File: src/hw/rtl/ncs_pkg.sv
// Shared constants and types of the NAL start code splitter.
package ncs_pkg;

  // Default width of the payload byte counter inside the block.
  localparam int unsigned DefaultLengthBits = 24;

  // Zero bytes held back while a start code may still be forming.
  localparam logic [1:0] MaxHeldZeros  = 2'd3;
  localparam logic [1:0] StartMinZeros = 2'd2;

  // A single item can release up to four zero bytes as payload.
  localparam int unsigned ZeroCntW = 3;

  // Field widths of the result items.
  localparam int unsigned ByteW     = 8;
  localparam int unsigned NumW      = 32;
  localparam int unsigned FieldLenW = 24;
  localparam logic [FieldLenW-1:0] FieldLenMax = {FieldLenW{1'b1}};

  // Depth of the command queue between front and back end.
  localparam int unsigned QueueDepth = 4;

  // Start code byte that follows the zeros.
  localparam logic [ByteW-1:0] StartByte = 8'h01;

  typedef enum logic {
    KIND_PAYLOAD = 1'b0,
    KIND_REPORT  = 1'b1
  } kind_e;

endpackage

File: src/hw/rtl/ncs_front.sv
// Front end: tracks held zeros and open NAL units, and turns each byte into a command.
module ncs_front
  import ncs_pkg::*;
#(
  parameter int unsigned LengthBits = DefaultLengthBits,
  parameter int unsigned CmdW       = 3 + ZeroCntW + ByteW + NumW + 2 * LengthBits
) (
  input  logic             clk_i,
  input  logic             rst_ni,
  input  logic [ByteW-1:0] data_byte_i,
  input  logic             end_of_stream_i,
  input  logic             valid_i,
  output logic             ready_o,
  output logic             push_o,
  output logic [CmdW-1:0]  cmd_o,
  input  logic             full_i
);

  typedef struct packed {
    logic                  rep_a;
    logic [ZeroCntW-1:0]   zeros;
    logic                  byte_en;
    logic [ByteW-1:0]      data;
    logic                  rep_b;
    logic [NumW-1:0]       num;
    logic [LengthBits-1:0] len_a;
    logic [LengthBits-1:0] len_b;
  } cmd_t;

  logic [1:0]            zero_run_q, zero_run_d;
  logic                  inside_q, inside_d;
  logic [LengthBits-1:0] count_q, count_d;
  logic [NumW-1:0]       ctr_q, ctr_d;

  logic                  accept;
  logic                  is_zero, is_start;
  logic [1:0]            z1;
  logic                  in1;
  logic [LengthBits-1:0] base;
  logic [NumW-1:0]       ctr1;
  logic [ZeroCntW-1:0]   pz, nz;
  logic                  byte_en, rep_a, rep_b;
  logic [LengthBits:0]   sum;
  logic [LengthBits-1:0] count1;
  cmd_t                  cmd;

  assign ready_o  = ~full_i;
  assign accept   = valid_i & ~full_i;
  assign is_zero  = (data_byte_i == '0);
  assign is_start = (data_byte_i == StartByte) && (zero_run_q >= StartMinZeros);

  always_comb begin
    z1      = zero_run_q;
    in1     = inside_q;
    base    = count_q;
    ctr1    = ctr_q;
    pz      = '0;
    byte_en = 1'b0;
    rep_a   = 1'b0;
    priority if (is_zero) begin
      // A fourth zero pushes the oldest held zero out as payload.
      if (zero_run_q < MaxHeldZeros) begin
        z1 = zero_run_q + 2'd1;
      end else begin
        pz = ZeroCntW'(1);
      end
    end else if (is_start) begin
      rep_a = inside_q;
      ctr1  = ctr_q + NumW'(1);
      in1   = 1'b1;
      base  = '0;
      z1    = '0;
    end else begin
      pz      = ZeroCntW'(zero_run_q);
      byte_en = inside_q;
      z1      = '0;
    end
    // At the end of the stream the held zeros go out as payload.
    if (end_of_stream_i) begin
      pz = pz + ZeroCntW'(z1);
    end
    nz     = in1 ? pz : '0;
    rep_b  = end_of_stream_i & in1;
    sum    = {1'b0, base} + (LengthBits + 1)'(nz) + (LengthBits + 1)'(byte_en);
    count1 = sum[LengthBits] ? {LengthBits{1'b1}} : sum[LengthBits-1:0];
  end

  always_comb begin
    cmd.rep_a   = rep_a;
    cmd.zeros   = nz;
    cmd.byte_en = byte_en;
    cmd.data    = data_byte_i;
    cmd.rep_b   = rep_b;
    cmd.num     = ctr1;
    cmd.len_a   = count_q;
    cmd.len_b   = count1;
  end

  assign cmd_o  = cmd;
  assign push_o = accept & (rep_a | rep_b | byte_en | (nz != '0));

  always_comb begin
    zero_run_d = zero_run_q;
    inside_d   = inside_q;
    count_d    = count_q;
    ctr_d      = ctr_q;
    if (accept) begin
      zero_run_d = end_of_stream_i ? 2'd0 : z1;
      inside_d   = end_of_stream_i ? 1'b0 : in1;
      count_d    = end_of_stream_i ? '0 : count1;
      ctr_d      = ctr1;
    end
  end

  always_ff @(posedge clk_i or negedge rst_ni) begin
    if (!rst_ni) begin
      zero_run_q <= '0;
      inside_q   <= 1'b0;
      count_q    <= '0;
      ctr_q      <= '0;
    end else begin
      zero_run_q <= zero_run_d;
      inside_q   <= inside_d;
      count_q    <= count_d;
      ctr_q      <= ctr_d;
    end
  end

endmodule

File: src/hw/rtl/ncs_queue.sv
// Small command queue that lets the front and back end stall independently.
module ncs_queue
  import ncs_pkg::*;
#(
  parameter int unsigned Width = 8
) (
  input  logic             clk_i,
  input  logic             rst_ni,
  input  logic             push_i,
  input  logic [Width-1:0] wdata_i,
  output logic             full_o,
  input  logic             pop_i,
  output logic             avail_o,
  output logic [Width-1:0] rdata_o
);

  localparam int unsigned PtrW = $clog2(QueueDepth);
  localparam int unsigned CntW = $clog2(QueueDepth + 1);

  logic [Width-1:0] mem_q [QueueDepth];
  logic [PtrW-1:0]  wr_ptr_q, wr_ptr_d, rd_ptr_q, rd_ptr_d;
  logic [CntW-1:0]  fill_q, fill_d;
  logic             do_push, do_pop;

  assign full_o  = (fill_q == CntW'(QueueDepth));
  assign avail_o = (fill_q != '0);
  assign rdata_o = mem_q[rd_ptr_q];
  assign do_push = push_i & ~full_o;
  assign do_pop  = pop_i & avail_o;

  always_comb begin
    wr_ptr_d = do_push ? wr_ptr_q + PtrW'(1) : wr_ptr_q;
    rd_ptr_d = do_pop ? rd_ptr_q + PtrW'(1) : rd_ptr_q;
    fill_d   = fill_q + CntW'(do_push) - CntW'(do_pop);
  end

  always_ff @(posedge clk_i or negedge rst_ni) begin
    if (!rst_ni) begin
      wr_ptr_q <= '0;
      rd_ptr_q <= '0;
      fill_q   <= '0;
    end else begin
      wr_ptr_q <= wr_ptr_d;
      rd_ptr_q <= rd_ptr_d;
      fill_q   <= fill_d;
    end
  end

  always_ff @(posedge clk_i) begin
    if (do_push) begin
      mem_q[wr_ptr_q] <= wdata_i;
    end
  end

endmodule

File: src/hw/rtl/ncs_back.sv
// Back end: expands each queued command into result items, one per cycle while the output is not stalled.
module ncs_back
  import ncs_pkg::*;
#(
  parameter int unsigned LengthBits = DefaultLengthBits,
  parameter int unsigned CmdW       = 3 + ZeroCntW + ByteW + NumW + 2 * LengthBits
) (
  input  logic                 clk_i,
  input  logic                 rst_ni,
  input  logic                 avail_i,
  input  logic [CmdW-1:0]      cmd_i,
  output logic                 pop_o,
  output logic                 valid_o,
  input  logic                 ready_i,
  output logic                 kind_o,
  output logic [ByteW-1:0]     payload_o,
  output logic [NumW-1:0]      nal_number_o,
  output logic [FieldLenW-1:0] nal_length_o,
  output logic                 last_o
);

  typedef struct packed {
    logic                  rep_a;
    logic [ZeroCntW-1:0]   zeros;
    logic                  byte_en;
    logic [ByteW-1:0]      data;
    logic                  rep_b;
    logic [NumW-1:0]       num;
    logic [LengthBits-1:0] len_a;
    logic [LengthBits-1:0] len_b;
  } cmd_t;

  localparam int unsigned WideW = (LengthBits > FieldLenW) ? LengthBits : FieldLenW;

  cmd_t                  cmd;
  logic                  done_a_q, done_a_d;
  logic [ZeroCntW-1:0]   zdone_q, zdone_d;
  logic                  done_b_q, done_b_d;
  logic                  valid_q, valid_d;
  kind_e                 kind_q, kind_d;
  logic [ByteW-1:0]      payload_q, payload_d;
  logic [NumW-1:0]       num_q, num_d;
  logic [FieldLenW-1:0]  len_q, len_d;
  logic                  last_q, last_d;

  logic                  load;
  logic                  pend_a, pend_z, pend_b;
  logic                  is_last;
  logic [LengthBits-1:0] len_sel;
  logic [WideW-1:0]      len_wide;

  assign cmd    = cmd_t'(cmd_i);
  assign load   = avail_i & (~valid_q | ready_i);
  assign pend_a = cmd.rep_a & ~done_a_q;
  assign pend_z = (zdone_q < cmd.zeros);
  assign pend_b = cmd.byte_en & ~done_b_q;

  always_comb begin
    kind_d    = kind_q;
    payload_d = payload_q;
    num_d     = num_q;
    len_sel   = '0;
    len_d     = len_q;
    last_d    = last_q;
    is_last   = 1'b0;
    done_a_d  = done_a_q;
    zdone_d   = zdone_q;
    done_b_d  = done_b_q;
    // Results of one command go out as: report of the closed unit, released
    // zeros, the byte itself, and the report at the end of the stream.
    priority if (pend_a) begin
      kind_d    = KIND_REPORT;
      payload_d = '0;
      num_d     = cmd.num - NumW'(1);
      len_sel   = cmd.len_a;
      is_last   = (cmd.zeros == '0) & ~cmd.byte_en & ~cmd.rep_b;
      done_a_d  = 1'b1;
    end else if (pend_z) begin
      kind_d    = KIND_PAYLOAD;
      payload_d = '0;
      num_d     = cmd.num;
      is_last   = (zdone_q + ZeroCntW'(1) == cmd.zeros) & ~cmd.byte_en & ~cmd.rep_b;
      zdone_d   = zdone_q + ZeroCntW'(1);
    end else if (pend_b) begin
      kind_d    = KIND_PAYLOAD;
      payload_d = cmd.data;
      num_d     = cmd.num;
      is_last   = ~cmd.rep_b;
      done_b_d  = 1'b1;
    end else begin
      kind_d    = KIND_REPORT;
      payload_d = '0;
      num_d     = cmd.num;
      len_sel   = cmd.len_b;
      is_last   = 1'b1;
    end
    len_wide = WideW'(len_sel);
    len_d    = (len_wide > WideW'(FieldLenMax)) ? FieldLenMax : len_wide[FieldLenW-1:0];
    last_d   = is_last;
    if (is_last) begin
      done_a_d = 1'b0;
      zdone_d  = '0;
      done_b_d = 1'b0;
    end
  end

  assign pop_o = load & is_last;

  always_comb begin
    valid_d = valid_q;
    if (load) begin
      valid_d = 1'b1;
    end else if (ready_i) begin
      valid_d = 1'b0;
    end
  end

  always_ff @(posedge clk_i or negedge rst_ni) begin
    if (!rst_ni) begin
      valid_q  <= 1'b0;
      done_a_q <= 1'b0;
      zdone_q  <= '0;
      done_b_q <= 1'b0;
    end else begin
      valid_q <= valid_d;
      if (load) begin
        done_a_q <= done_a_d;
        zdone_q  <= zdone_d;
        done_b_q <= done_b_d;
      end
    end
  end

  always_ff @(posedge clk_i) begin
    if (load) begin
      kind_q    <= kind_d;
      payload_q <= payload_d;
      num_q     <= num_d;
      len_q     <= len_d;
      last_q    <= last_d;
    end
  end

  assign valid_o      = valid_q;
  assign kind_o       = kind_q;
  assign payload_o    = payload_q;
  assign nal_number_o = num_q;
  assign nal_length_o = len_q;
  assign last_o       = last_q;

endmodule

File: src/hw/rtl/nal_start_code_splitter.sv
// Top level of the H.264 Annex B NAL start code splitter.
//
//   Channel   Direction  tdata                                   tuser  tlast
//   s_axis    in         data_byte[7:0]                          -      end_of_stream
//   m_axis    out        payload, nal_number, nal_length [63:0]  kind   last
//
// The front end takes one byte per cycle whatever its value; it stalls only
// while the four-entry command queue is full. The back end sends one result
// item per cycle while m_axis_tready is high, up to five for a single byte.
// The command of an accepted byte passes through the queue and then the output
// register before its first result item appears.
// The output register holds its item while m_axis_tready is low; the reset
// empties the queue and the output register and clears all parser state.
module nal_start_code_splitter
  import ncs_pkg::*;
#(
  parameter int unsigned LengthBits = DefaultLengthBits
) (
  input  logic        clk_i,
  input  logic        rst_ni,
  input  logic        s_axis_tvalid,
  output logic        s_axis_tready,
  input  logic [7:0]  s_axis_tdata,   // data_byte[7:0]
  input  logic        s_axis_tlast,   // end_of_stream
  output logic        m_axis_tvalid,
  input  logic        m_axis_tready,
  output logic [63:0] m_axis_tdata,   // payload[7:0], nal_number[39:8], nal_length[63:40]
  output logic        m_axis_tuser,   // kind[0]
  output logic        m_axis_tlast    // last
);

  localparam int unsigned CmdW = 3 + ZeroCntW + ByteW + NumW + 2 * LengthBits;

  logic                 push, full, pop, avail;
  logic [CmdW-1:0]      cmd_wr, cmd_rd;
  logic [ByteW-1:0]     payload;
  logic [NumW-1:0]      nal_number;
  logic [FieldLenW-1:0] nal_length;

  ncs_front #(
    .LengthBits(LengthBits),
    .CmdW      (CmdW)
  ) u_front (
    .clk_i          (clk_i),
    .rst_ni         (rst_ni),
    .data_byte_i    (s_axis_tdata),
    .end_of_stream_i(s_axis_tlast),
    .valid_i        (s_axis_tvalid),
    .ready_o        (s_axis_tready),
    .push_o         (push),
    .cmd_o          (cmd_wr),
    .full_i         (full)
  );

  ncs_queue #(
    .Width(CmdW)
  ) u_queue (
    .clk_i  (clk_i),
    .rst_ni (rst_ni),
    .push_i (push),
    .wdata_i(cmd_wr),
    .full_o (full),
    .pop_i  (pop),
    .avail_o(avail),
    .rdata_o(cmd_rd)
  );

  ncs_back #(
    .LengthBits(LengthBits),
    .CmdW      (CmdW)
  ) u_back (
    .clk_i       (clk_i),
    .rst_ni      (rst_ni),
    .avail_i     (avail),
    .cmd_i       (cmd_rd),
    .pop_o       (pop),
    .valid_o     (m_axis_tvalid),
    .ready_i     (m_axis_tready),
    .kind_o      (m_axis_tuser),
    .payload_o   (payload),
    .nal_number_o(nal_number),
    .nal_length_o(nal_length),
    .last_o      (m_axis_tlast)
  );

  assign m_axis_tdata = {nal_length, nal_number, payload};

endmodule

File: config.mk
export PLATFORM = sky130hd
export DESIGN_NAME = nal_start_code_splitter
export DESIGN_NICKNAME = d
export VERILOG_FILES = /design/src/hw/rtl/ncs_pkg.sv /design/src/hw/rtl/ncs_front.sv /design/src/hw/rtl/ncs_queue.sv /design/src/hw/rtl/ncs_back.sv /design/src/hw/rtl/nal_start_code_splitter.sv
export SDC_FILE = /design/constraint.sdc
export NUM_CORES = 1
export LEC_CHECK = 0
export ABC_AREA = 0
export BUFFER_PORTS_ARGS = -buffer_cell sky130_fd_sc_hd__buf_4
export CAP_MARGIN = 10
export CORE_MARGIN = 2
export CORE_UTILIZATION = 62
export DETAILED_ROUTE_END_ITERATION = 12
export GPL_ROUTABILITY_DRIVEN = 0
export PLACE_DENSITY = 0.77
export SLEW_MARGIN = 20
export SYNTH_ARGS = -nofsm -noshare
export SYNTH_HDL_FRONTEND = slang
export SYNTH_SLANG_ARGS = --single-unit
File: constraint.sdc
create_clock -name clk_i -period 7.7 [get_ports clk_i]
set_input_delay 0.385 -clock clk_i [delete_from_list [all_inputs] [get_ports clk_i]]
set_output_delay 0.385 -clock clk_i [all_outputs]
set_load 0.05 [all_outputs]
======== Yosys cells after proc, flatten, opt, wreduce, memory -nomap -nowiden ========
Memory sizes are Yosys's and may differ from the RTL's.
Cells that the tools add are included.
Widths: inputs -> output; s select.
word-level totals
  flip-flop bits (word level) ............. 138
  memory bits (writable) .................. 376
  bits of input ports ..................... 13
  logic and storage cells ................. 117
  memories kept ........................... 1
operators by class
  add/sub/neg operators ................... 11
  magnitude comparators ................... 4
  eq/ne operators ......................... 5
  mux-type cells .......................... 43
  bitwise operators ....................... 24
  reduce and logical (&&, ||, !) cells .... 13
memory list
  name           words  bits a word  rd ports  clocked after Yosys merged registers in  wr ports  RTL line         text
  u_queue.mem_q  4      94           1         0                                        1         ncs_queue.sv:20  logic [Width-1:0] mem_q [QueueDepth];
operators by type and width
  kind                   count
  $mux 24                7
  $mux 32                3
  $add 32x1->32 const B  1
  $sub 32x1->32 const B  1
  $add 24x3->25          1
  $add 25x1->25          1
  $gt 24x24->1 const B   1
  $mux 1                 23
  $mux 3                 6
  $and 1x1->1            13
  $eq 8x1->1 const B     1
  $logic_not 8->1        1
  $mux 2                 4
  $reduce_bool 2->1      4
  $not 1->1              7
  $add 2x1->2 const B    3
  $reduce_bool 3->1      2
  $ne 2x2->1 const B     2
  $or 1x1->1             4
  $reduce_and 4->1       1
  $add 3x1->3            1
  $add 3x1->3 const B    1
  $add 3x2->3            1
  $eq 3x3->1             1
  other kinds (10)       10

======== Depth between registers and ports, before layout ========
Gate-level depths: netlist (run 1).
  word-level depth ........................ 13
  mapped depth ............................ 18
  gate-level depth less buffers ........... 17

======== By module ========
Synthesis (run 1) repeated with hierarchy kept, for this count alone.
unflattened totals
  cell total of the unflattened synthesis .. 1,290
  area total of the unflattened synthesis .. 21,840.9 sq um
by module, submodules not included
  module     times used  cells each  area an instance (sq um)
  ncs_queue  1           533         14,052.2
  ncs_front  1           512         4,445.5
  ncs_back   1           245         3,343.2

======== Worst setup path before layout (run 1) ========
OpenSTA, ideal clock, no wires.
  path kind ............................... reg-to-reg
  from .................................... register u_back.valid_q (netlist: u_back.valid_o)
  to ...................................... register u_queue.fill_q[2]
  setup time .............................. 123 ps
  data arrival time ....................... 5,809 ps
  required time ........................... 7,577 ps
  setup slack ............................. 1,768 ps
  stages on the path, launching flop included .. 11
  clock period less this slack ............ 5,932 ps
  cells stage by stage .................... dfrtp_1 a21oi_1 inv_1 a211oi_2 ha_1 inv_1 ha_1 inv_1 fa_1 xnor2_1 xnor2_1
between the ends
  cells in the longest elaborated chain, start to end .. 6
ends and longest elaborated chain
  item                      RTL line         text
  start: declaration        ncs_back.sv:39   logic valid_q, valid_d;
  start signal: assignment  ncs_back.sv:125  valid_q <= valid_d;
  $not 1->1                 ncs_back.sv:53   assign load = avail_i & (~valid_q | ready_i);
  $or 1x1->1                ncs_back.sv:53
  $and 1x1->1               ncs_back.sv:53
  net u_back.load           ncs_back.sv:46   logic load;
  $and 1x1->1               ncs_back.sv:107  assign pop_o = load & is_last;
  $and 1x1->1               ncs_queue.sv:29  assign do_pop = pop_i & avail_o;
  net u_queue.do_pop        ncs_queue.sv:23  logic do_push, do_pop;
  $sub 3x1->3               ncs_queue.sv:34  fill_d = fill_q + CntW'(do_push) - CntW'(do_pop);
  net u_queue.fill_d[2]     ncs_queue.sv:22  logic [CntW-1:0] fill_q, fill_d;
  end signal: assignment    ncs_queue.sv:45  fill_q <= fill_d;
  end: declaration          ncs_queue.sv:22
The timed path passes the listed nets, and every way through them passes these cells.
A chain may end at the register's enable or synchronous reset.

======== Final worst setup path (run 1) ========
  from .................................... register u_front.zero_run_q[1]
  to ...................................... memory u_queue.mem_q[3][18] (netlist bit), data pin
between the ends
  cells in the longest elaborated chain, start to end .. 10
  elaborated cells on any way between the ends .. 21
  those cells by class .................... add/sub: 4; order compare: 2; mux: 14; reduce/logical: 1
ends and longest elaborated chain
  item                      RTL line                       text
  start: declaration        ncs_front.sv:30                logic [1:0] zero_run_q, zero_run_d;
  start signal: assignment  ncs_front.sv:122               zero_run_q <= zero_run_d;
  $ge 2x2->1                ncs_front.sv:50                assign is_start = (data_byte_i == StartByte) && (zero_run_q >= StartMinZeros);
  $logic_and 1x1->1         ncs_front.sv:50
  $mux 2                    ncs_front.sv:67                end else if (is_start) begin
  $mux 3                    ncs_front.sv:60                priority if (is_zero) begin
  $add 3x2->3               ncs_front.sv:80                pz = pz + ZeroCntW'(z1);
  $mux 3                    ncs_front.sv:79                if (end_of_stream_i) begin
  $mux 3                    ncs_front.sv:82                nz = in1 ? pz : '0;
  $add 24x3->25             ncs_front.sv:84                sum = {1'b0, base} + (LengthBits + 1)'(nz) + (LengthBits + 1)'(byte_en);
  $add 25x1->25 *           ncs_front.sv:84
  $mux 24 *                 ncs_front.sv:85                count1 = sum[LengthBits] ? {LengthBits{1'b1}} : sum[LengthBits-1:0];
  net cmd_wr[18]            nal_start_code_splitter.sv:35  logic [CmdW-1:0] cmd_wr, cmd_rd;
  end: declaration          ncs_queue.sv:20
Mark *: on every way through the listed nets, which the timed path passes. The rest lies on a longest branch.

==> impl_results.md, run 1 <==
* Syn nets at 1,303
* CTS tree: yes
* Sw Share at 0.299
* N_diodes at 0
* Psw at 2.21 mW
* CP Class: flop to flop
* RSZ-0062 raised after global routing: false
* Pwr/cell area at 307 nW/um^2
* Largest net degree at the start of global routing at 73
* Slew HR at 0.330
* Max FO, Critical Path at 30
* Status: finished clean
* Area of the multi-input gates at 6000 sq um
* EDFF count, synth at 442
* Netlist Area Pre-Place at 21,400 sq um
* Seq pwr share at 0.460
* Period utilization at 0.659
* Clk_skew at 17.9 ps
* Vias at 11,454
* Final Total Pwr at 7.40 mW
* Post-CTS sizing at 0
* Gate Count Post-Synth at 1,271
* Top post-synthesis cells by area: edfxtp_1 (62%), mux4_2 (10%), dfrtp_1 (8.4%), xnor2_1 (2.5%), xor2_1 (2.4%)
* Top Ports at 81
* 1st-pass router iterations at 7
* FFs w/ async S/R, synth at 0.140
* Fin. max-slew vios at 0
* CTS clk-pin slew, worst paths at 60 ps
* H-tree lvl count at 2
* Core area at 34,300 sq um
* Nets@finish at 1,397
* Cell taking the most area after synthesis: edfxtp_1
* Family with the most delay on the worst path: simple AND/OR/NAND/NOR gates
* Setup violators final at 0
* Worst Hold Class: input port to flop
* Max Cap Viol at 0
* Worst slew pin tran at 1000 ps
* FF+latch area at 15,100 sq um
* CP max stage cell: nand4_1
* GR Util All Layers at 0.238
* First-pass GRT wire length at 65,200 um
* Post-DRT Antenna Nets at 0
* PortBufs at 80
* TritonCTS buffer count at 50
* Yosys warns at 0
* Layout cells sized above 1 at 0.206
* Int Power at 5.19 mW
* Gate power share at 0.221
* Worst VDD drop at 0.288 mV
* WL/cell at 22.2 um
* DRC at 0
* Initial drt markers at 888
* Seq/Total Area, Yosys at 0.705
* Share of total power in the clock network at 0.319
* Gr ovfl total at 0
* Row count at 68
* Vias per cell at 6.15
* Data required, critical path at 8030 ps
* CTS Buffer Depth at 3
* Clk sink count at 514
* Die width at 190 um
* Die area at 36,000 sq um
* Die height at 190 um
* CP Launch Type: flop
* DRT Wirelength at 41,400 um
* Critical path cell sequence: nand2_1 > nor3_2 > buf_4 > nor2_1 > or2_2 > fa_1 > fa_1 > nor2b_1 > o21a_1 > nand4_1 > buf_6 > buf_4 > o21ai_0
* Share of the synthesized area in the top cell type at 0.621
* Layout area overhead at 12.7%
* Syn Area/Cell at 16.8 sq um
* Clock root cell: clkbuf_16
* Worst path max stage delay at 610 ps
* Initial Util at 0.624
* Latest clock arrival within the worst-skew pair at 570 ps
* DP HPWL at 24,300 um
* Seq cells post-synth at 514
* Final hold vios at 0
* Initial antenna violation count at 0
* Min Clock Period, post-route at 5070 ps
* Arr. time, crit path at 5410 ps
* Main flop type after synthesis: edfxtp_1
* Final TNS setup at 0 ps
* WP buf/inv at 3
* Filler cells at 2,153
* Vias in the first global route at 11,526
* CP endpoint kind: flop
* Netlist cell types at 54
* Leak at 8.26 nW
* FMAX at 0.197 GHz
==> metal layers <==
layer / vias to the layer above / share of wire / GRT usage
met5: - / 0 / 0
met4: 0 / 0.022 / 0.0730
met3: 64 / 0.050 / 0.0336
met2: 388 / 0.51 / 0.403
met1: 5875 / 0.42 / 0.328
li1: 5127 / - / -
==> worst paths after layout <==
path	start	end	slack, ps	cells after the start
worst min-delay path	m_axis_tready	u_back.valid_o	30	2
worst max-delay path	u_front.zero_run_q[1]	u_queue.mem_q[3][18]	2630	13
worst max register to register	u_front.zero_run_q[1]	u_queue.mem_q[3][18]	2630	13
worst min register to register	u_queue.fill_q[2]	u_queue.fill_q[2]	490	1
min in group asynchronous	rst_ni	u_front.count_q[7]	430	2
max in group asynchronous	rst_ni	u_queue.rd_ptr_q[1]	6700	2
==> layout make-up <==
| type | instances | share of cell area |
|---|---|---|
| Clock buffer | 81 | 0.0618 |
| Clock inverter | 12 | 0.00462 |
| Sequential cell | 514 | 0.626 |
| Multi-Input combinational cell | 673 | 0.249 |
| Timing Repair Buffer | 97 | 0.0306 |
| Inverter | 29 | 0.00452 |
| Tap cell | 455 | 0.0236 |
==> what timing repair did <==
action / in CTS / in global routing
hold endpoints to repair: 0 / 72
hold buffers: 0 / 1
buffers inserted: 0 / 0
==> cell families after synthesis <==
group	share of synthesized area
flip-flops	0.705
AND/OR/NAND/NOR	0.0696
AO/OA/AOI/OAI	0.0466
XOR/XNOR	0.0487
multiplexers	0.102
buffers and inverters	0.0160
adder cells (fa/ha/maj)	0.0122
==> per-stage QoR <==
stage	instance area (sq um)	hold WS (ps)	cells	utilization	worst slack, ps
after global placement	22500	484	1766	0.656	1860
after CTS	24100	4.58	1860	0.703	2730
after global routing	24100	17.0	1861	0.703	2300
final	24100	33.3	1861	0.703	2630
after detailed placement	22500	481	1767	0.656	2160
after floorplan	21400	89.4	1271	-	1770
==> state kept, by name, summed over array words and instances (netlist names), 2 cells and up <==
| register | cells |
|---|---|
| u_front.count_q | 24 |
| u_back.zdone_q | 3 |
| u_front.zero_run_q | 2 |
| u_queue.wr_ptr_q | 2 |
| u_queue.mem_q | 376 |
| u_back.nal_length_o | 24 |
| u_queue.fill_q | 3 |
| u_queue.rd_ptr_q | 2 |
| u_back.nal_number_o | 32 |
| u_front.ctr_q | 32 |
| u_back.payload_o | 8 |
==> cells in the final DEF, fill, tap and decap left out, types with 10 or more instances in the layout <==
master	count
clkbuf_8	10
and3_1	12
clkbuf_1	20
xnor2_1	60
xor2_1	59
nand2_1	69
or3_1	13
dfrtp_1	70
a21oi_1	17
nor2_1	69
nand4_1	14
nor3_1	18
a22o_1	42
nand3_1	31
inv_1	29
clkbuf_16	51
buf_4	94
o21ai_0	44
edfxtp_1	442
mux4_2	95
ha_1	16
nor2b_1	15
==> worst reg2reg max path: cells and delay by family (launching register included) <==
kind,cells,cell delay [ps]
compound gates,2,560
fa+ha+maj,2,840
buf+inv,3,1050
flops,1,470
simple gates,6,1940
==> cells in the mapped netlist (4+ instances only) <==
| library cell | number |
|---|---|
| and2_1 | 10 |
| nand2_1 | 69 |
| o41ai_1 | 4 |
| o22a_1 | 4 |
| nor3_1 | 19 |
| nand3_1 | 31 |
| or2_2 | 6 |
| xnor2_1 | 60 |
| dfrtp_1 | 72 |
| nor2b_1 | 16 |
| nor4_1 | 9 |
| nand4_1 | 14 |
| or4_1 | 5 |
| a22o_1 | 42 |
| xor2_1 | 59 |
| edfxtp_1 | 442 |
| a21o_1 | 9 |
| inv_1 | 29 |
| o21a_1 | 4 |
| o21ai_0 | 44 |
| mux4_2 | 95 |
| or3_1 | 13 |
| ha_1 | 16 |
| nor2_1 | 70 |
| a21oi_1 | 18 |
| and3_1 | 12 |
| clkbuf_1 | 36 |
| o31ai_1 | 4 |
| buf_2 | 9 |
| buf_1 | 8 |
==> power groups by stage <==
stage	Sequential [mW]	Clock (mW)	Combinational (mW)
finish	3.40	2.36	1.63
floorplan	3.82	0	0.825
global route	3.43	2.51	1.73
CTS	3.41	2.40	1.65
global placement	3.46	0	1.63
detailed placement	3.46	0	1.65
Note: power is estimated with default switching activity, not from simulation.
==> run 2, diff against run 1 <==
- CORE_UTILIZATION: 62 -> 56
- PLACE_DENSITY: 0.77 -> 0.73
- clock period: 7.7 -> 4.2 ns (I/O delays scaled with it)
==> run 2 against run 1 <==
Effect of this change: register-to-register slack got worse by 2400 ps; power grew 89%; flip-flop and latch count did not move; clock skew shrank 6.6 ps; critical path depth is the same.
==> impl_results.md, run 2 (synthesis gave the netlist of run 1 again) <==
* Initial drt markers at 797 (was 888)
* Fin. max-slew vios at 0 (unchanged)
* Reg2Reg Depth at 13 (unchanged)
* CP max stage cell: dfrtp_1 (was nand4_1)
* CTS clk-pin slew, worst paths at 60 ps (about the same)
* CTS Buffer Depth at 3 (unchanged)
* Vias in the first global route at 11,990 (was 11,526)
* Top reg by flops: u_queue.mem_q (unchanged)
* Row count at 71 (was 68)
* DRT Wirelength at 42,700 um (was 41,400 um)
* Worst VDD drop at 0.397 mV (was 0.288 mV)
* Hold Path Sink: u_queue.wr_ptr_q[0] (was u_back.valid_o)
* Die area at 39,800 sq um (was 36,000 sq um)
* Vias at 11,639 (was 11,454)
* Clk sink count at 514 (unchanged)
* Layout cells sized above 1 at 0.242 (was 0.206)
* GR Util All Layers at 0.223 (was 0.238)
* Largest net degree at the start of global routing at 73 (unchanged)
* Clock root cell: clkbuf_16 (unchanged)
* Vias per cell at 5.85 (was 6.15)
* N_diodes at 0 (unchanged)
* Latest clock arrival within the worst-skew pair at 580 ps (was 570 ps)
* Leak at 8.71 nW (was 8.26 nW)
* Critical path cell sequence: xor2_1 > o21a_1 > ha_1 > mux2i_1 > or2_2 > fa_1 > fa_1 > nor2b_1 > o21a_1 > nand2_1 > or2_2 > xor2_1 > o21ai_0 (was nand2_1 > nor3_2 > buf_4 > nor2_1 > or2_2 > fa_1 > fa_1 > nor2b_1 > o21a_1 > nand4_1 > buf_6 > buf_4 > o21ai_0)
* Die width at 199 um (was 190 um)
* Slew HR at 0.304 (was 0.330)
* Max Cap Viol at 0 (unchanged)
* Arr. time, crit path at 4290 ps (was 5410 ps)
* CP endpoint kind: flop (unchanged)
* Hold Path Stages at 4 (was 2)
* H-tree lvl count at 2 (unchanged)
* Core area at 37,700 sq um (was 34,300 sq um)
* CTS tree: yes (unchanged)
* Data required, critical path at 4510 ps (was 8030 ps)
* Family with the most delay on the worst path: adder cells (was simple AND/OR/NAND/NOR gates)
* Gate power share at 0.235 (was 0.221)
* Period utilization at 0.947 (was 0.659)
* PortBufs at 80 (unchanged)
* Status: finished clean (unchanged)
* Top Ports at 81 (unchanged)
* TritonCTS buffer count at 51 (was 50)
* Setup crit start: u_front.zero_run_q[1] (unchanged)
* Post-DRT Antenna Nets at 0 (unchanged)
* Nets@finish at 1,471 (was 1,397)
* Max FO, Critical Path at 7 (was 30)
* FMAX at 0.252 GHz (was 0.197 GHz)
* Psw at 4.12 mW (was 2.21 mW)
* Initial Util at 0.568 (was 0.624)
* Hold path startpoint: s_axis_tvalid (was m_axis_tready)
* Max reg flops at 376 (unchanged)
* Most frequent cells in the layout: edfxtp_1 (442), buf_4 (151), mux4_2 (95), dfrtp_1 (70), nand2_1 (69) (was edfxtp_1 (442), mux4_2 (95), buf_4 (94), dfrtp_1 (70))
* WHS at 191 ps (was 33.3 ps)
* Initial antenna violation count at 0 (unchanged)
* Fin cells at 1,989 (was 1,861)
* Min Clock Period, post-route at 3980 ps (was 5070 ps)
* DRC at 0 (unchanged)
* Int Power at 9.83 mW (was 5.19 mW)
* RSZ-0062 raised after global routing: false (unchanged)
* FF-to-FF setup slack at 220 ps (was 2630 ps)
* CP Launch Type: flop (unchanged)
* 1st-pass router iterations at 6 (was 7)
* Worst R2R Start: u_front.zero_run_q[1] (unchanged)
* Clk_skew at 11.4 ps (was 17.9 ps)
* Worst Hold Class: input port to flop (unchanged)
* Commonest non-fill, non-tap cell in the layout: edfxtp_1 (unchanged)
* Sw Share at 0.295 (was 0.299)
* RR Endpoint: u_queue.mem_q[2][18] (was u_queue.mem_q[3][18])
* Worst slew pin tran at 1040 ps (was 1000 ps)
* WP buf/inv at 0 (was 3)
* Seq pwr share at 0.434 (was 0.460)
* DP HPWL at 25,700 um (was 24,300 um)
* Setup violators final at 0 (unchanged)
* First-pass GRT wire length at 66,800 um (was 65,200 um)
* Pwr/cell area at 559 nW/um^2 (was 307 nW/um^2)
* Layout area overhead at 16.7% (was 12.7%)
* Placed cells at 1,886 (was 1,767)
* Die height at 199 um (was 190 um)
* Share of total power in the clock network at 0.331 (was 0.319)
* Final hold vios at 0 (unchanged)
* WL/cell at 21.5 um (was 22.2 um)
* Worst path max stage delay at 470 ps (was 610 ps)
* Gr ovfl total at 0 (unchanged)
* CP Class: flop to flop (unchanged)
## run 2: cell count changes in the layout (fill, tap and decap cells not counted), sizes merged
| cell | delta |
|---|---|
| dlygate4sd3 | +10 |
| inv | -1 |
| clkinv | +9 |
| buf | +63 |
| bufinv | +5 |
| clkbuf | -14 |
## run 2: worst max path at each step
stage	slack, ps	endpoint	cells after the start
2_1_floorplan	-120	u_queue.mem_q[0][15]	16
3_5_place_dp	-350	u_queue.mem_q[2][19]	19
4_1_cts	140	u_queue.mem_q[1][19]	19
3_3_place_gp	-220	u_queue.mem_q[0][19]	19
5_1_grt	10	u_queue.mem_q[0][22]	16
6_report	220	u_queue.mem_q[2][18]	13
## run 2: stage by stage
stage / cell area, sq um / setup slack [ps] / util / TNS, ps / total power [mW]
2_1_floorplan: 21400 / -116 / - / -1390 / 8.50
3_3_place_gp: 23100 / -216 / 0.614 / -4750 / 9.43
3_5_place_dp: 23100 / -347 / 0.614 / -12340 / 9.45
4_1_cts: 25000 / 142 / 0.662 / 0 / 14.1
5_1_grt: 25000 / 13.3 / 0.663 / 0 / 14.5
6_report: 25000 / 225 / 0.663 / 0 / 14.0
## run 2: layer usage
metal,GRT usage,vias to the layer above,part of all wire
met5,0,-,0
met4,0.0754,0,0.022
met3,0.0341,70,0.049
met2,0.383,334,0.51
met1,0.294,5952,0.42
li1,-,5283,-
## run 2: area by class of cell
class,instances,area [sq um]
fillers,2608,12700
flip-flops and latches,514,15100
well taps,511,639
clock inverters,25,295
clock buffers,67,1420
inverters,29,109
repair buffers,170,1400
multi-input cells,673,6010
## run 2: worst register-to-register path, cell delays in order, from the launching register on
cell	delay, ps
dfrtp_1	470
xor2_1	200
o21a_1	200
ha_1	280
mux2i_1	60
or2_2	310
fa_1	470
fa_1	390
nor2b_1	170
o21a_1	190
nand2_1	100
or2_2	340
xor2_1	150
o21ai_0	400
## run 2: what timing repair did
| item | CTS | global route |
|---|---|---|
| hold buffers | 11 | 0 |
| hold endpoints to repair | 106 | 0 |
| gates resized for setup | 0 | 4 |
| setup buffers | 0 | 0 |
| setup endpoints to repair | 0 | 29 |
## run 2: power by group through the flow
| stage | sequential, mW | combinational, mW | clock (mW) |
|---|---|---|---|
| 3_3_place_gp | 6.15 | 3.28 | 0 |
| 3_5_place_dp | 6.15 | 3.30 | 0 |
| 4_1_cts | 6.05 | 3.34 | 4.71 |
| 5_1_grt | 6.08 | 3.50 | 4.89 |
| 2_1_floorplan | 6.98 | 1.52 | 0 |
| 6_report | 6.05 | 3.28 | 4.62 |
==> run 3, diff against run 2 <==
- CORE_ASPECT_RATIO: default -> 1.4
- SYNTH_HIERARCHICAL: default -> 1
==> run 3 against run 2 <==
Effect of this change: cell area decreased by 0.78%; sequential power decreased by 9.4%; fmax decreased by 0.90%; clock skew increased by 10 ps; via count increased by 0.67%; power decreased by 28%; global-route usage decreased by 0.54 points; wire length increased by 0.94%; die area increased by 2.2%.
==> impl_results.md, run 3 <==
* Status: finished clean (unchanged)
* CP endpoint kind: flop (unchanged)
* Row count at 85 (was 71)
* DRC at 0 (unchanged)
* H-tree lvl count at 2 (unchanged)
* Critical path cell sequence: dlygate4sd3_1 > buf_4 > nor4_4 > and2_0 > a21boi_0 > ha_1 > ha_1 > nand4_1 > o21ai_0 > a32o_1 > ha_1 > nand2b_1 > a211oi_1 > nand2_1 > xnor2_1 > o21ai_0 (was xor2_1 > o21a_1 > ha_1 > mux2i_1 > or2_2 > fa_1 > fa_1 > nor2b_1 > o21a_1 > nand2_1 > or2_2 > xor2_1 > o21ai_0)
* CTS clk-pin slew, worst paths at 70 ps (was 60 ps)
* Synth Area in XOR/XNOR at 0.0460 (was 0.0487)
* Largest net degree at the start of global routing at 73 (unchanged)
* Core area at 38,500 sq um (was 37,700 sq um)
* Arr. time, crit path at 4290 ps (about the same)
* Synth Area in Adders at 0.0119 (was 0.0122)
* Slew HR at 0.271 (was 0.304)
* CP Launch Type: input port (was flop)
* Family with the most delay on the worst path: compound AO/OA/AOI/OAI gates (was adder cells)
* Clk_skew at 21.9 ps (was 11.4 ps)
* RR Endpoint: u_back/nal_number_o[30] (was u_queue.mem_q[2][18])
* Netlist Area Pre-Place at 21,800 sq um (was 21,400 sq um)
* TritonCTS buffer count at 46 (was 51)
* Top Ports at 81 (unchanged)
* Netlist cell types at 72 (was 54)
* Combinational family with the most area after synthesis: multiplexers (unchanged)
* Final core utilization at 0.643 (was 0.663)
* Die width at 171 um (was 199 um)
* Max Cap Viol at 0 (unchanged)
* Layout area overhead at 13.4% (was 16.7%)
* First-pass GRT wire length at 67,500 um (was 66,800 um)
* EDFF count, synth at 442 (unchanged)
* Data required, critical path at 4480 ps (was 4510 ps)
* Initial antenna violation count at 0 (unchanged)
* Initial Util at 0.567 (was 0.568)
* DP HPWL at 26,300 um (was 25,700 um)
* Yosys warns at 6 (was 0)
* Min Clock Period, post-route at 4010 ps (was 3980 ps)
* Period utilization at 0.955 (was 0.947)
* Final Total Pwr at 10.0 mW (was 14.0 mW)
* Worst slew pin tran at 1090 ps (was 1040 ps)
* Setup violators final at 0 (unchanged)
* Cell taking the most area after synthesis: edfxtp_1 (unchanged)
* RSZ-0062 raised after global routing: false (unchanged)
* Worst Hold Class: input port to async pin (was input port to flop)
* Syn Area/Cell at 16.9 sq um (was 16.8 sq um)
* Max reg flops at 376 (unchanged)
* Layout cells sized above 1 at 0.227 (was 0.242)
* Gr ovfl total at 0 (unchanged)
* Reg2Reg Depth at 8 (was 13)
* Vias per cell at 5.98 (was 5.85)
* Synth Area in Simple Gates at 0.0819 (was 0.0696)
* DRT Wirelength at 43,100 um (was 42,700 um)
* Multiplexer area fraction after synthesis at 0.0983 (was 0.102)
* Synth Area in Compound Gates at 0.0470 (was 0.0466)
* Top post-synthesis cells by area: edfxtp_1 (61%), mux4_2 (9.7%), dfrtp_1 (8.2%), xnor2_1 (3.1%), a22o_1 (1.4%) (was edfxtp_1 (62%), mux4_2 (10%), dfrtp_1 (8.4%), xnor2_1 (2.5%), xor2_1 (2.4%))
* Vias in the first global route at 12,296 (was 11,990)
* CP Class: input port to flop (was flop to flop)
* GR Util All Layers at 0.218 (was 0.223)
* FMAX at 0.249 GHz (was 0.252 GHz)
* Fin. max-slew vios at 0 (unchanged)
* PortBufs at 80 (unchanged)
* Die area at 40,600 sq um (was 39,800 sq um)
* Post-DRT Antenna Nets at 0 (unchanged)
* Final hold vios at 0 (unchanged)
* N_diodes at 0 (unchanged)
* Gate Count Post-Synth at 1,290 (was 1,271)
* Worst VDD drop at 0.365 mV (was 0.397 mV)
* Initial drt markers at 863 (was 797)
* FF-to-FF setup slack at 360 ps (was 220 ps)
* Seq cells post-synth at 514 (unchanged)
* CP max stage cell: dlygate4sd3_1 (was dfrtp_1)
* Die height at 238 um (was 199 um)
* CTS tree: yes (unchanged)
* WL/cell at 22.0 um (was 21.5 um)
* Seq/Total Area, Yosys at 0.690 (was 0.705)
* Vias at 11,717 (was 11,639)
* Nets@finish at 1,430 (was 1,471)
* Filler cells at 2,709 (was 2,608)
* Worst path max stage delay at 540 ps (was 470 ps)
* Top reg by flops: u_queue/mem_q (was u_queue.mem_q)
* FFs w/ async S/R, synth at 0.140 (unchanged)
* Worst R2R Start: u_queue/rd_ptr_q[0] (was u_front.zero_run_q[1])
* Clock root cell: clkbuf_16 (unchanged)
* Most frequent cells in the layout: edfxtp_1 (442), buf_4 (118), mux4_2 (94), xnor2_1 (78), dfrtp_1 (70) (was edfxtp_1 (442), buf_4 (151), mux4_2 (95), dfrtp_1 (70), nand2_1 (69))
* Top-count cell post-synth: edfxtp_1 (unchanged)
* Pwr/cell area at 405 nW/um^2 (was 559 nW/um^2)
* CTS Buffer Depth at 3 (unchanged)
* Main flop type after synthesis: edfxtp_1 (unchanged)
* Leak at 8.82 nW (was 8.71 nW)
* Most common cell on crit path: ha_1
* Final TNS setup at 0 ps (unchanged)
* 1st-pass router iterations at 5 (was 6)
* Synth cell count leaders: edfxtp_1 (442), mux4_2 (94), xnor2_1 (78) (was edfxtp_1 (442), mux4_2 (95), dfrtp_1 (72))
* Share of the synthesized area in the top cell type at 0.608 (was 0.621)
* Max FO, Critical Path at 5 (was 7)
* Syn nets at 1,322 (was 1,303)
* Latest clock arrival within the worst-skew pair at 570 ps (was 580 ps)
* Clk sink count at 514 (unchanged)
* WP buf/inv at 2 (was 0)
* Commonest non-fill, non-tap cell in the layout: edfxtp_1 (unchanged)
## run 3: layer usage
layer / global-route usage / wire length (um) / vias to the layer above
met5: 0 / 0 / -
li1: - / - / 5283
met4: 0.0773 / 1260 / 0
met2: 0.405 / 23800 / 323
met3: 0.0285 / 1900 / 87
met1: 0.257 / 16100 / 6024
## run 3: what timing repair did
item                                    in CTS  in global routing
endpoints found under the setup margin       0                 29
hold endpoints to repair                   106                  0
hold buffers                                11                  0
gates resized for setup                      0                  7
buffers inserted                             0                  0
## run 3: worst reg2reg max path: cells and delay by family (launching register included)
family	cells	cell delay [ps]
DFF	1	510
buffers and inverters	2	700
muxes	1	660
xor gates and xnor gates	1	80
and+or+nand+nor	4	1630
## run 3: worst max path at each step
stage,startpoint,endpoint,depth (start not counted)
5_1_grt,s_axis_tdata[6],u_queue/mem_q[3][22],15
4_1_cts,s_axis_tdata[7],u_queue/mem_q[3][18],16
6_report,s_axis_tdata[6],u_queue/mem_q[0][9],16
3_3_place_gp,s_axis_tdata[7],u_queue/mem_q[0][20],14
2_1_floorplan,u_queue/fill_q[2],u_queue/mem_q[0][0],6
3_5_place_dp,s_axis_tdata[7],u_queue/mem_q[3][18],15
## run 3: cells by family (layout without fill, tap and decap cells)
group	count (synthesis)	after routing
AOI/OAI and AO/OA	147	147
DFF	514	514
adders and majority gates	19	19
and+or+nand+nor	305	305
muxes	97	97
buffers and inverters	95	241
xor gates and xnor gates	113	113
## run 3: report_power, final
| group | total [mW] | internal [mW] | leakage (nW) | switching (mW) |
|---|---|---|---|---|
| Clock | 4.46 | 2.67 | 0.810 | 1.79 |
| Combinational | 0.0845 | 0.0276 | 2.72 | 0.0569 |
| Sequential | 5.48 | 5.48 | 5.29 | 0.00324 |
## run 3: through the flow
step / std cells / setup slack (ps) / area, sq um / hold WS [ps]
CTS: 1957 / 60.2 / 24700 / 239
global route: 1958 / 12.0 / 24800 / 120
floorplan: 1290 / 0.529 / 21800 / -85.6
detailed placement: 1860 / 35.0 / 23000 / 429
finish: 1958 / 189 / 24800 / 106
global placement: 1860 / 195 / 23000 / 426
## run 3: cell type report
| class | instances | area, sq um | share of cell area |
|---|---|---|---|
| clock buffer | 66 | 1390 | 0.0561 |
| inverter | 25 | 95.1 | 0.00384 |
| tap | 522 | 653 | 0.0264 |
| multi-input combinational | 681 | 6270 | 0.253 |
| timing repair buffer | 130 | 1020 | 0.0413 |
| sequential | 514 | 15100 | 0.609 |
| clock inverter | 20 | 248 | 0.0100 |
